`config.mk`:
```
export PLATFORM = sky130hd
export DESIGN_NAME = heater_supervisor_fsm
export DESIGN_NICKNAME = d
export VERILOG_FILES = /design/src/design/hts_pkg.sv /design/src/design/hts_cfg.sv /design/src/design/hts_core.sv /design/src/design/heater_supervisor_fsm.sv
export SDC_FILE = /design/constraint.sdc
export NUM_CORES = 1
export LEC_CHECK = 0
export BUFFER_PORTS_ARGS = -buffer_cell sky130_fd_sc_hd__buf_2
export CAP_MARGIN = 25
export CORE_MARGIN = 2
export CORE_UTILIZATION = 45
export DETAILED_ROUTE_END_ITERATION = 12
export PLACE_DENSITY_LB_ADDON = 0.12
export SYNTH_ARGS = -nofsm -noshare
export SYNTH_HDL_FRONTEND = slang
export SYNTH_HIERARCHICAL = 1
export SYNTH_SLANG_ARGS = --single-unit
```
`constraint.sdc`:
```
create_clock -name clk -period 5 [get_ports clk]
set_input_delay 1 -clock clk [delete_from_list [all_inputs] [get_ports clk]]
set_output_delay 1 -clock clk [all_outputs]
set_load 0.01 [all_outputs]
```
`src/design/hts_pkg.sv`:
```
`timescale 1ns / 1ps
`default_nettype none

package hts_pkg;

  typedef enum logic [3:0] {
    ST_UNKNOWN = 4'b0001,
    ST_IDLE    = 4'b0010,
    ST_BURNING = 4'b0100,
    ST_LOWV    = 4'b1000
  } state_t;

  localparam logic [1:0] MODE_UNKNOWN = 2'd0;
  localparam logic [1:0] MODE_IDLE    = 2'd1;
  localparam logic [1:0] MODE_BURNING = 2'd2;
  localparam logic [1:0] MODE_LOWV    = 2'd3;

  localparam logic [1:0] CMD_NONE      = 2'd0;
  localparam logic [1:0] CMD_START     = 2'd1;
  localparam logic [1:0] CMD_STOP      = 2'd2;
  localparam logic [1:0] CMD_KEEPALIVE = 2'd3;

  localparam int CFG_INDEX_W = 3;
  localparam int CFG_DATA_W  = 16;

  localparam logic [CFG_INDEX_W-1:0] CFG_LOW_VOLTAGE    = 3'd0;
  localparam logic [CFG_INDEX_W-1:0] CFG_GEN_VOLTAGE    = 3'd1;
  localparam logic [CFG_INDEX_W-1:0] CFG_BURN_TIME      = 3'd2;
  localparam logic [CFG_INDEX_W-1:0] CFG_KEEPALIVE_IVL  = 3'd3;
  localparam logic [CFG_INDEX_W-1:0] CFG_CHECK_IVL      = 3'd4;
  localparam logic [CFG_INDEX_W-1:0] CFG_RECOVERY_CHECKS = 3'd5;

  localparam int BURN_LIMIT_W = 24;
  localparam logic [16:0] MS_PER_MINUTE = 17'd60000;

  localparam logic [15:0] LOW_VOLTAGE_RESET   = 16'd11500;
  localparam logic [15:0] GEN_VOLTAGE_RESET   = 16'd13500;
  localparam logic [BURN_LIMIT_W-1:0] BURN_LIMIT_RESET = 24'd1800000;
  localparam logic [15:0] KEEPALIVE_IVL_RESET = 16'd2000;
  localparam logic [15:0] CHECK_IVL_RESET     = 16'd1000;
  localparam logic [2:0]  RECOVERY_RESET      = 3'd5;

  typedef struct packed {
    logic [15:0]             low_voltage_mv;
    logic [15:0]             generator_voltage_mv;
    logic [BURN_LIMIT_W-1:0] burn_limit_ms;
    logic [15:0]             keepalive_interval_ms;
    logic [15:0]             voltage_check_interval_ms;
    logic [2:0]              recovery_checks;
  } cfg_t;

  typedef struct packed {
    logic [31:0] now_ms;
    logic [15:0] voltage_mv;
    logic        target_burning;
    logic        command_ok;
  } item_t;

  typedef struct packed {
    logic [1:0] mode;
    logic [1:0] command;
  } result_t;

endpackage

`default_nettype wire

```
`src/design/hts_cfg.sv`:
```
`timescale 1ns / 1ps
`default_nettype none

module hts_cfg (
  input  wire logic                               clk,
  input  wire logic                               rst,
  input  wire logic                               cfg_write,
  input  wire logic [hts_pkg::CFG_INDEX_W-1:0]    cfg_index,
  input  wire logic [hts_pkg::CFG_DATA_W-1:0]     cfg_data,
  output hts_pkg::cfg_t                           cfg
);

  logic [24:0] burn_limit_full;

  assign burn_limit_full = {17'd0, cfg_data[7:0]} * {8'd0, hts_pkg::MS_PER_MINUTE};

  always_ff @(posedge clk) begin
    if (rst) begin
      cfg.low_voltage_mv            <= hts_pkg::LOW_VOLTAGE_RESET;
      cfg.generator_voltage_mv      <= hts_pkg::GEN_VOLTAGE_RESET;
      cfg.burn_limit_ms             <= hts_pkg::BURN_LIMIT_RESET;
      cfg.keepalive_interval_ms     <= hts_pkg::KEEPALIVE_IVL_RESET;
      cfg.voltage_check_interval_ms <= hts_pkg::CHECK_IVL_RESET;
      cfg.recovery_checks           <= hts_pkg::RECOVERY_RESET;
    end else if (cfg_write) begin
      unique case (cfg_index)
        hts_pkg::CFG_LOW_VOLTAGE:     cfg.low_voltage_mv <= cfg_data;
        hts_pkg::CFG_GEN_VOLTAGE:     cfg.generator_voltage_mv <= cfg_data;
        hts_pkg::CFG_BURN_TIME:
          cfg.burn_limit_ms <= burn_limit_full[hts_pkg::BURN_LIMIT_W-1:0];
        hts_pkg::CFG_KEEPALIVE_IVL:   cfg.keepalive_interval_ms <= cfg_data;
        hts_pkg::CFG_CHECK_IVL:       cfg.voltage_check_interval_ms <= cfg_data;
        hts_pkg::CFG_RECOVERY_CHECKS: cfg.recovery_checks <= cfg_data[2:0];
        default: ;
      endcase
    end
  end

endmodule

`default_nettype wire

```
`src/design/hts_core.sv`:
```
`timescale 1ns / 1ps
`default_nettype none

module hts_core (
  input  wire logic     clk,
  input  wire logic     rst,
  input  wire logic     step,
  input  wire hts_pkg::item_t  item,
  input  wire hts_pkg::cfg_t   cfg,
  output hts_pkg::result_t result
);

  hts_pkg::state_t state, state_next;
  logic [31:0] burn_start_ms, burn_start_ms_next;
  logic [31:0] last_keepalive_ms, last_keepalive_ms_next;
  logic [31:0] last_check_ms, last_check_ms_next;
  logic [2:0]  recovery_left, recovery_left_next;

  logic        normal;
  logic [31:0] burn_elapsed;
  logic [31:0] keep_elapsed;
  logic [31:0] check_elapsed;
  logic [1:0]  cmd;

  assign normal        = item.voltage_mv >= cfg.low_voltage_mv;
  assign burn_elapsed  = item.now_ms - burn_start_ms;
  assign keep_elapsed  = item.now_ms - last_keepalive_ms;
  assign check_elapsed = item.now_ms - last_check_ms;

  always_comb begin
    state_next             = state;
    burn_start_ms_next     = burn_start_ms;
    last_keepalive_ms_next = last_keepalive_ms;
    last_check_ms_next     = last_check_ms;
    recovery_left_next     = recovery_left;
    cmd                    = hts_pkg::CMD_NONE;
    unique case (state)
      hts_pkg::ST_UNKNOWN: begin
        state_next = hts_pkg::ST_IDLE;
      end
      hts_pkg::ST_IDLE: begin
        if (item.target_burning && normal) begin
          cmd = hts_pkg::CMD_START;
          if (item.command_ok) begin
            state_next         = hts_pkg::ST_BURNING;
            burn_start_ms_next = item.now_ms;
          end
        end
      end
      hts_pkg::ST_BURNING: begin
        if (!normal || burn_elapsed > {8'd0, cfg.burn_limit_ms} ||
            item.voltage_mv > cfg.generator_voltage_mv || !item.target_burning) begin
          cmd                = hts_pkg::CMD_STOP;
          burn_start_ms_next = 32'd0;
          if (item.command_ok) begin
            state_next = normal ? hts_pkg::ST_IDLE : hts_pkg::ST_LOWV;
          end
        end else if (keep_elapsed >= {16'd0, cfg.keepalive_interval_ms}) begin
          cmd = hts_pkg::CMD_KEEPALIVE;
          if (item.command_ok) begin
            last_keepalive_ms_next = item.now_ms;
          end
        end
      end
      hts_pkg::ST_LOWV: begin
        if (check_elapsed > {16'd0, cfg.voltage_check_interval_ms}) begin
          if (normal) begin
            if (recovery_left != 3'd0) begin
              recovery_left_next = recovery_left - 3'd1;
            end else begin
              state_next         = hts_pkg::ST_IDLE;
              recovery_left_next = cfg.recovery_checks;
            end
            last_check_ms_next = item.now_ms;
          end else begin
            recovery_left_next = cfg.recovery_checks;
          end
        end
      end
      default: begin
        state_next = hts_pkg::ST_UNKNOWN;
      end
    endcase
  end

  always_comb begin
    result.command = cmd;
    unique case (state_next)
      hts_pkg::ST_UNKNOWN: result.mode = hts_pkg::MODE_UNKNOWN;
      hts_pkg::ST_IDLE:    result.mode = hts_pkg::MODE_IDLE;
      hts_pkg::ST_BURNING: result.mode = hts_pkg::MODE_BURNING;
      hts_pkg::ST_LOWV:    result.mode = hts_pkg::MODE_LOWV;
      default:             result.mode = hts_pkg::MODE_UNKNOWN;
    endcase
  end

  always_ff @(posedge clk) begin
    if (rst) begin
      state             <= hts_pkg::ST_UNKNOWN;
      burn_start_ms     <= 32'd0;
      last_keepalive_ms <= 32'd0;
      last_check_ms     <= 32'd0;
      recovery_left     <= 3'd0;
    end else if (step) begin
      state             <= state_next;
      burn_start_ms     <= burn_start_ms_next;
      last_keepalive_ms <= last_keepalive_ms_next;
      last_check_ms     <= last_check_ms_next;
      recovery_left     <= recovery_left_next;
    end
  end

  a_stop_clears_start: assert property (@(posedge clk) disable iff (rst)
    step && cmd == hts_pkg::CMD_STOP |=> burn_start_ms == 32'd0)
    else $error("burn start time not cleared after a stop");

  a_unknown_to_idle: assert property (@(posedge clk) disable iff (rst)
    step && state == hts_pkg::ST_UNKNOWN |=> state == hts_pkg::ST_IDLE)
    else $error("unknown mode did not move to idle");

  a_hold_without_step: assert property (@(posedge clk) disable iff (rst)
    !step |=> $stable(state) && $stable(recovery_left) && $stable(last_check_ms))
    else $error("state changed without a transaction");

  a_lowv_exit_idle: assert property (@(posedge clk) disable iff (rst)
    step && state == hts_pkg::ST_LOWV |=>
      state == hts_pkg::ST_LOWV || state == hts_pkg::ST_IDLE)
    else $error("low voltage mode left to a mode other than idle");

  a_keepalive_only_burning: assert property (@(posedge clk) disable iff (rst)
    step && cmd == hts_pkg::CMD_KEEPALIVE |=> state == hts_pkg::ST_BURNING)
    else $error("keepalive check issued outside burning mode");

endmodule

`default_nettype wire

```
`src/design/heater_supervisor_fsm.sv`:
```
// Heater supervisor. Each input transaction is one supervision pass carrying the
// time, the supply voltage, the requested target and the acknowledge of the command
// issued in that pass. Each pass yields exactly one output transaction with the
// mode after the pass and the command issued (none, start, stop or keepalive).
// An accepted pass lands in an input register; the mode logic then evaluates it,
// updates the mode and timers, and loads the result register once that register is
// free. One pass per cycle is sustained while the receiver takes each result.
// When the receiver stalls, the result register holds its transaction and the
// input register takes one more pass; input ready then drops until the result
// is taken. Configuration registers are to be written through cfg_write, cfg_index
// and cfg_data only while no pass is in flight, which the block does not enforce;
// the burn limit in milliseconds is computed at the time of the write. Reset
// restores all register defaults, clears both stages and puts the mode in unknown
// with all timers at zero.
`timescale 1ns / 1ps
`default_nettype none

module heater_supervisor_fsm (
  input  wire logic                            clk,
  input  wire logic                            rst,
  input  wire logic                            cfg_write,
  input  wire logic [hts_pkg::CFG_INDEX_W-1:0] cfg_index,
  input  wire logic [hts_pkg::CFG_DATA_W-1:0]  cfg_data,
  input  wire logic                            in_valid,
  output logic                                 in_ready,
  input  wire logic [31:0]                     now_ms,
  input  wire logic [15:0]                     voltage_mv,
  input  wire logic                            target_burning,
  input  wire logic                            command_ok,
  output logic                                 out_valid,
  input  wire logic                            out_ready,
  output logic [1:0]                           mode,
  output logic [1:0]                           command
);

  hts_pkg::cfg_t    cfg;
  hts_pkg::item_t   item;
  hts_pkg::result_t result;
  logic             item_valid;
  logic             step;

  assign step     = item_valid && (!out_valid || out_ready);
  assign in_ready = !item_valid || step;

  hts_cfg u_cfg (
    .clk       (clk),
    .rst       (rst),
    .cfg_write (cfg_write),
    .cfg_index (cfg_index),
    .cfg_data  (cfg_data),
    .cfg       (cfg)
  );

  hts_core u_core (
    .clk    (clk),
    .rst    (rst),
    .step   (step),
    .item   (item),
    .cfg    (cfg),
    .result (result)
  );

  always_ff @(posedge clk) begin
    if (rst) begin
      item_valid <= 1'b0;
    end else if (in_ready) begin
      item_valid <= in_valid;
    end
  end

  always_ff @(posedge clk) begin
    if (in_valid && in_ready) begin
      item.now_ms         <= now_ms;
      item.voltage_mv     <= voltage_mv;
      item.target_burning <= target_burning;
      item.command_ok     <= command_ok;
    end
  end

  always_ff @(posedge clk) begin
    if (rst) begin
      out_valid <= 1'b0;
    end else if (step) begin
      out_valid <= 1'b1;
    end else if (out_ready) begin
      out_valid <= 1'b0;
    end
  end

  always_ff @(posedge clk) begin
    if (step) begin
      mode    <= result.mode;
      command <= result.command;
    end
  end

endmodule

`default_nettype wire

```
---- After elaboration in Yosys (flattened, before gate mapping) ----
Index checks and enable logic that the tools add are counted.
word-level totals
  register bits after elaboration ......... 245
  output and inout port bits .............. 6
  logic and storage cells ................. 93
  bits of input ports ..................... 74
cells by class
  reduce and logical (&&, ||, !) cells .... 26
  equal/unequal tests ..................... 15
  multiply operators ...................... 1
  multiplexer cells ....................... 22
  bitwise logic cells ..................... 1
  $add $sub $neg .......................... 4
  $lt $le $gt $ge ......................... 5
operators with widths
  kind                   count
  $mux 32                3
  $sub 32x32->32         3
  $pmux 32 s2            1
  $ge 32x16->1           1
  $gt 32x16->1           1
  $gt 32x24->1           1
  $mux 4                 8
  $mul 8x11->19 const B  1
  $ge 16x16->1           1
  $gt 16x16->1           1
  $pmux 4 s4             1
  $reduce_and 2->1       6
  $reduce_and 5->1       2
  $eq 4x2->1 const B     2
  $eq 4x3->1 const B     2
  $eq 4x4->1 const B     2
  $eq 3x2->1 const B     2
  $eq 3x3->1 const B     2
  $mux 3                 2
  $pmux 2 s3             1
  $logic_or 1x1->1       5
  $eq 4x1->1 const B     1
  $logic_not 1->1        4
  $mux 2                 2
  other kinds (13)       19

---- Longest topological paths before layout ----
  depth in word-level cells ............... 9
  depth in mapped cells ................... 24
  gate-level depth less buffers ........... 23

---- Cells and area by module ----
Netlist, hierarchy kept.
by module, submodules not included
  module                 instances  cells an instance  sequential area each (sq um)  area an instance (sq um)
  hts_core               1          1,702              2,062.0                       12,492.0
  hts_cfg                1          562                1,721.7                       4,840.9
  heater_supervisor_fsm  1          64                 1,661.6                       1,725.4

---- Least setup slack after synthesis ----
OpenSTA, ideal clock, no wires.
  path kind ............................... input to register
  start ................................... in cfg_data[2] (netlist name)
  end ..................................... reg u_cfg/cfg[57] (netlist name)
  required time ........................... 4.873 ns
  path slack .............................. 0.340 ns
  buffers on the path ..................... 0
  stages .................................. 14
  arrival ................................. 4.533 ns
  setup time .............................. 0.127 ns
  cells stage by stage .................... inv_1 -> fa_1 -> inv_1 -> fa_1 -> fa_1 -> inv_1 -> fa_1 -> inv_1 -> ha_1 -> a21oi_1 -> nand2_1 -> o2bb2ai_4 -> nor3_1 -> or3_1
between the ends
  longest elaborated chain between the ends .. 1
RTL lines
  what             RTL line                     source
  start, declared  heater_supervisor_fsm.sv:23  input wire logic [hts_pkg::CFG_DATA_W-1:0] cfg_data,
  $mul 8x11->19    hts_cfg.sv:15                assign burn_limit_full = {17'd0, cfg_data[7:0]} * {8'd0, hts_pkg::MS_PER_MINUTE};
No other way between the ends.
A chain may end at the register's enable or synchronous reset.

==> flow_summary.toml <==
[global_routing]
grt_pass1_vias = 16670
grt_usage = 0.252
gr-total-overflow = 0
grt_antenna_before_repair = 0
grt_pass1_wl_mm = 88.9
grt_max_degree = 102

[synthesis]
synthMuxAreaShare = 0.0374
synth.area.top_cells = "dfxtp_1 20%, ha_1 15%, edfxtp_1 8.5%"
synth.most_common_cell = "nand2_1"
synth_top_area_frac = 0.201
ys.flop_type = "dfxtp_1"
yosysTopAreaCell = "dfxtp_1"
netlist_area_um2 = 19100
synth_cell_types = 94
synth_warnings = 6
yosys.area_share.simple = 0.188
yosys-top-cells-count = "282 x nand2_1, 249 x inv_1, 233 x ha_1, 222 x a21oi_1, 191 x dfxtp_1"
synthXorXnorAreaFrac = 0.0331
synth-compound-area-share = 0.202
yosysSeqAreaShare = 0.286
synth_edf_count = 54
synthArstFlopShare = 0
synth_top_family_by_area = "compound AO/OA/AOI/OAI gates"
synth_fa_ha_area_frac = 0.179
synth_cells = 2328
synth_area_per_cell_um2 = 8.19
ys_ff_latch = 245

[clock_network]
cts_buffers = 29
htree_levels = 1
clk_pin_slew_ps = 60
insertion_delay_ps = 580
cts_root_buffer = "clkbuf_16"
cts_tree = "built"
holdBufCountCts = 0
clock_sinks = 245
cts_buffer_depth = 3

[power_and_ir_drop]
powerDensity_nw_per_um2 = 286
p_sw_frac = 0.321
clkPwrFrac = 0.381
p_int_mw = 4.24
power_mw = 6.24
peakVddDrop_mv = 0.314
combPwrFrac = 0.279
p_seq_frac = 0.340
p_leak_nw = 9.29
p_sw_mw = 2.00

[sta]
setup_viol = 0
clock_skew_ps = 13.1
worstMarginPinSlew_ps = 896
fmax_mhz = 213
timing.final.crit_share = 0.937
hold_violations = 0
fin_crit_ps = 4680
slew_violations = 0
max_slew_margin = 0.403

[setup_path]
cp.arrival_ps = 5000
cp-end-kind = "flop"
worstSetupStartpointType = "flop"
crit_type = "flop to flop"
cp_data_required_time_ps = 5310
path_max_fanout = 4

[die]
die_w_um = 210
dieArea_um2 = 44000
initial_core_util = 0.455
pin_count = 80
core_area_um2 = 41900
rows = 75
die_h_um = 210

[detailed_routing]
wire_per_inst_um = 18.3
vias = 17033
postRouteAntennaNets = 0
wl_mm = 55.2
dr.pass1.iters = 6
drt_iter0_markers = 1036
drcViolationCount = 0
vias_per_cell = 5.64

[final_layout]
n_antenna_cell = 0
syn_to_final_growth_pct = 14.6
drive_gt1_frac = 0.128
fillers = 4054
fin_util = 0.522
nNetsFinal = 2792

[worst_hold_path]
hold_class = "flop to flop"

[placement]
gp_routability_congestion = 0.957
hpwlAfterDp_mm = 43.4
portBuffers = 79

[outcome]
outcome = "finished clean"

[run]
drv_cap = 0
==> what timing repair did <==
action	CTS	global route
endpoints found under the hold margin	0	0
pin swaps	1	10
setup buffers	1	2
gates resized for setup	3	32
gates cloned	0	0
endpoints found under the setup margin	57	106
==> metal layers <==
| metal | part of all wire | up-vias | GRT usage |
|---|---|---|---|
| li1 | - | 8445 | - |
| met1 | 0.47 | 8126 | 0.350 |
| met4 | 0.022 | 0 | 0.0594 |
| met5 | 0 | - | 0 |
| met3 | 0.044 | 79 | 0.0277 |
| met2 | 0.46 | 383 | 0.420 |
==> flip-flops by register name (all words and copies together) (netlist names) <==
signal and cells:
u_core/last_check_ms 32, u_core/recovery_left 3, item 50, u_cfg/cfg 86
mode 2, item_valid 1, u_core/state 4, command 2
u_core/last_keepalive_ms 32, out_valid 1, u_core/burn_start_ms 32
==> final timing paths <==
check,from,end,slack [ps],cells past startpoint
worst min register to register,u_cfg/cfg[22],u_cfg/cfg[22],460,2
worst min-delay path,u_cfg/cfg[22],u_cfg/cfg[22],460,2
worst max-delay path,item[18],command[1],320,22
worst max register to register,item[18],command[1],320,22
==> power by group through the flow <==
stage	logic (mW)	clock network [mW]	registers (mW)
global placement	1.67	0	2.16
detailed placement	1.70	0	2.16
floorplan	1.18	0	2.16
finish	1.74	2.37	2.12
CTS	1.71	2.43	2.12
global route	1.94	2.50	2.13
==> worst max-delay path, cell delays in order, from the launching register on <==
cell	delay [ps]
edfxtp_1	380
inv_1	90
buf_4	130
ha_1	160
inv_1	50
fa_1	400
a21o_1	220
a221oi_4	290
or4_1	190
nand3_1	160
a31oi_2	210
xnor2_1	150
ha_1	260
nor2b_1	150
o21ai_2	160
o211ai_1	120
a211oi_1	240
o211ai_1	120
nor4_1	210
nand4_1	180
nor4_4	260
buf_4	220
a21oi_1	70
==> through the flow <==
stage	hold slack (ps)	cell area [um^2]	setup slack, ps	cells	setup TNS (ps)
detailed placement	447	20600	-213	2965	-4170
CTS	456	21700	19.5	3020	0
global route	475	21800	-31.0	3022	-130
finish	457	21800	316	3022	0
floorplan	436	19100	340	2332	0
global placement	444	20500	-245	2964	-7470
==> cells in the final DEF, fill, tap and decap left out, drive strengths merged, types with 57 or more instances in the layout <==
| cell type | count |
|---|---|
| nand2 | 284 |
| inv | 251 |
| ha | 233 |
| a21oi | 227 |
| buf | 195 |
| dfxtp | 191 |
| nor2 | 124 |
| o21ai | 123 |
| nand2b | 81 |
| mux2i | 69 |
| nand3 | 61 |
| a21o | 57 |
==> cell families after synthesis <==
kind of cell    Yosys count
compound gates          606
simple gates            728
buf+inv                 347
xor+xnor                 72
mux                      71
fa+ha+maj               258
other cells               1
flops                   245
==> cell type report <==
type	instances	area [um^2]	area share
flip-flops and latches	245	5450	0.249
inverters	249	935	0.0428
repair buffers	195	1330	0.0609
clock buffers	41	937	0.0429
clock inverters	13	168	0.00768
well taps	539	674	0.0309
multi-input cells	1740	12300	0.565
No activity file was read; power rests on OpenSTA's default activity.
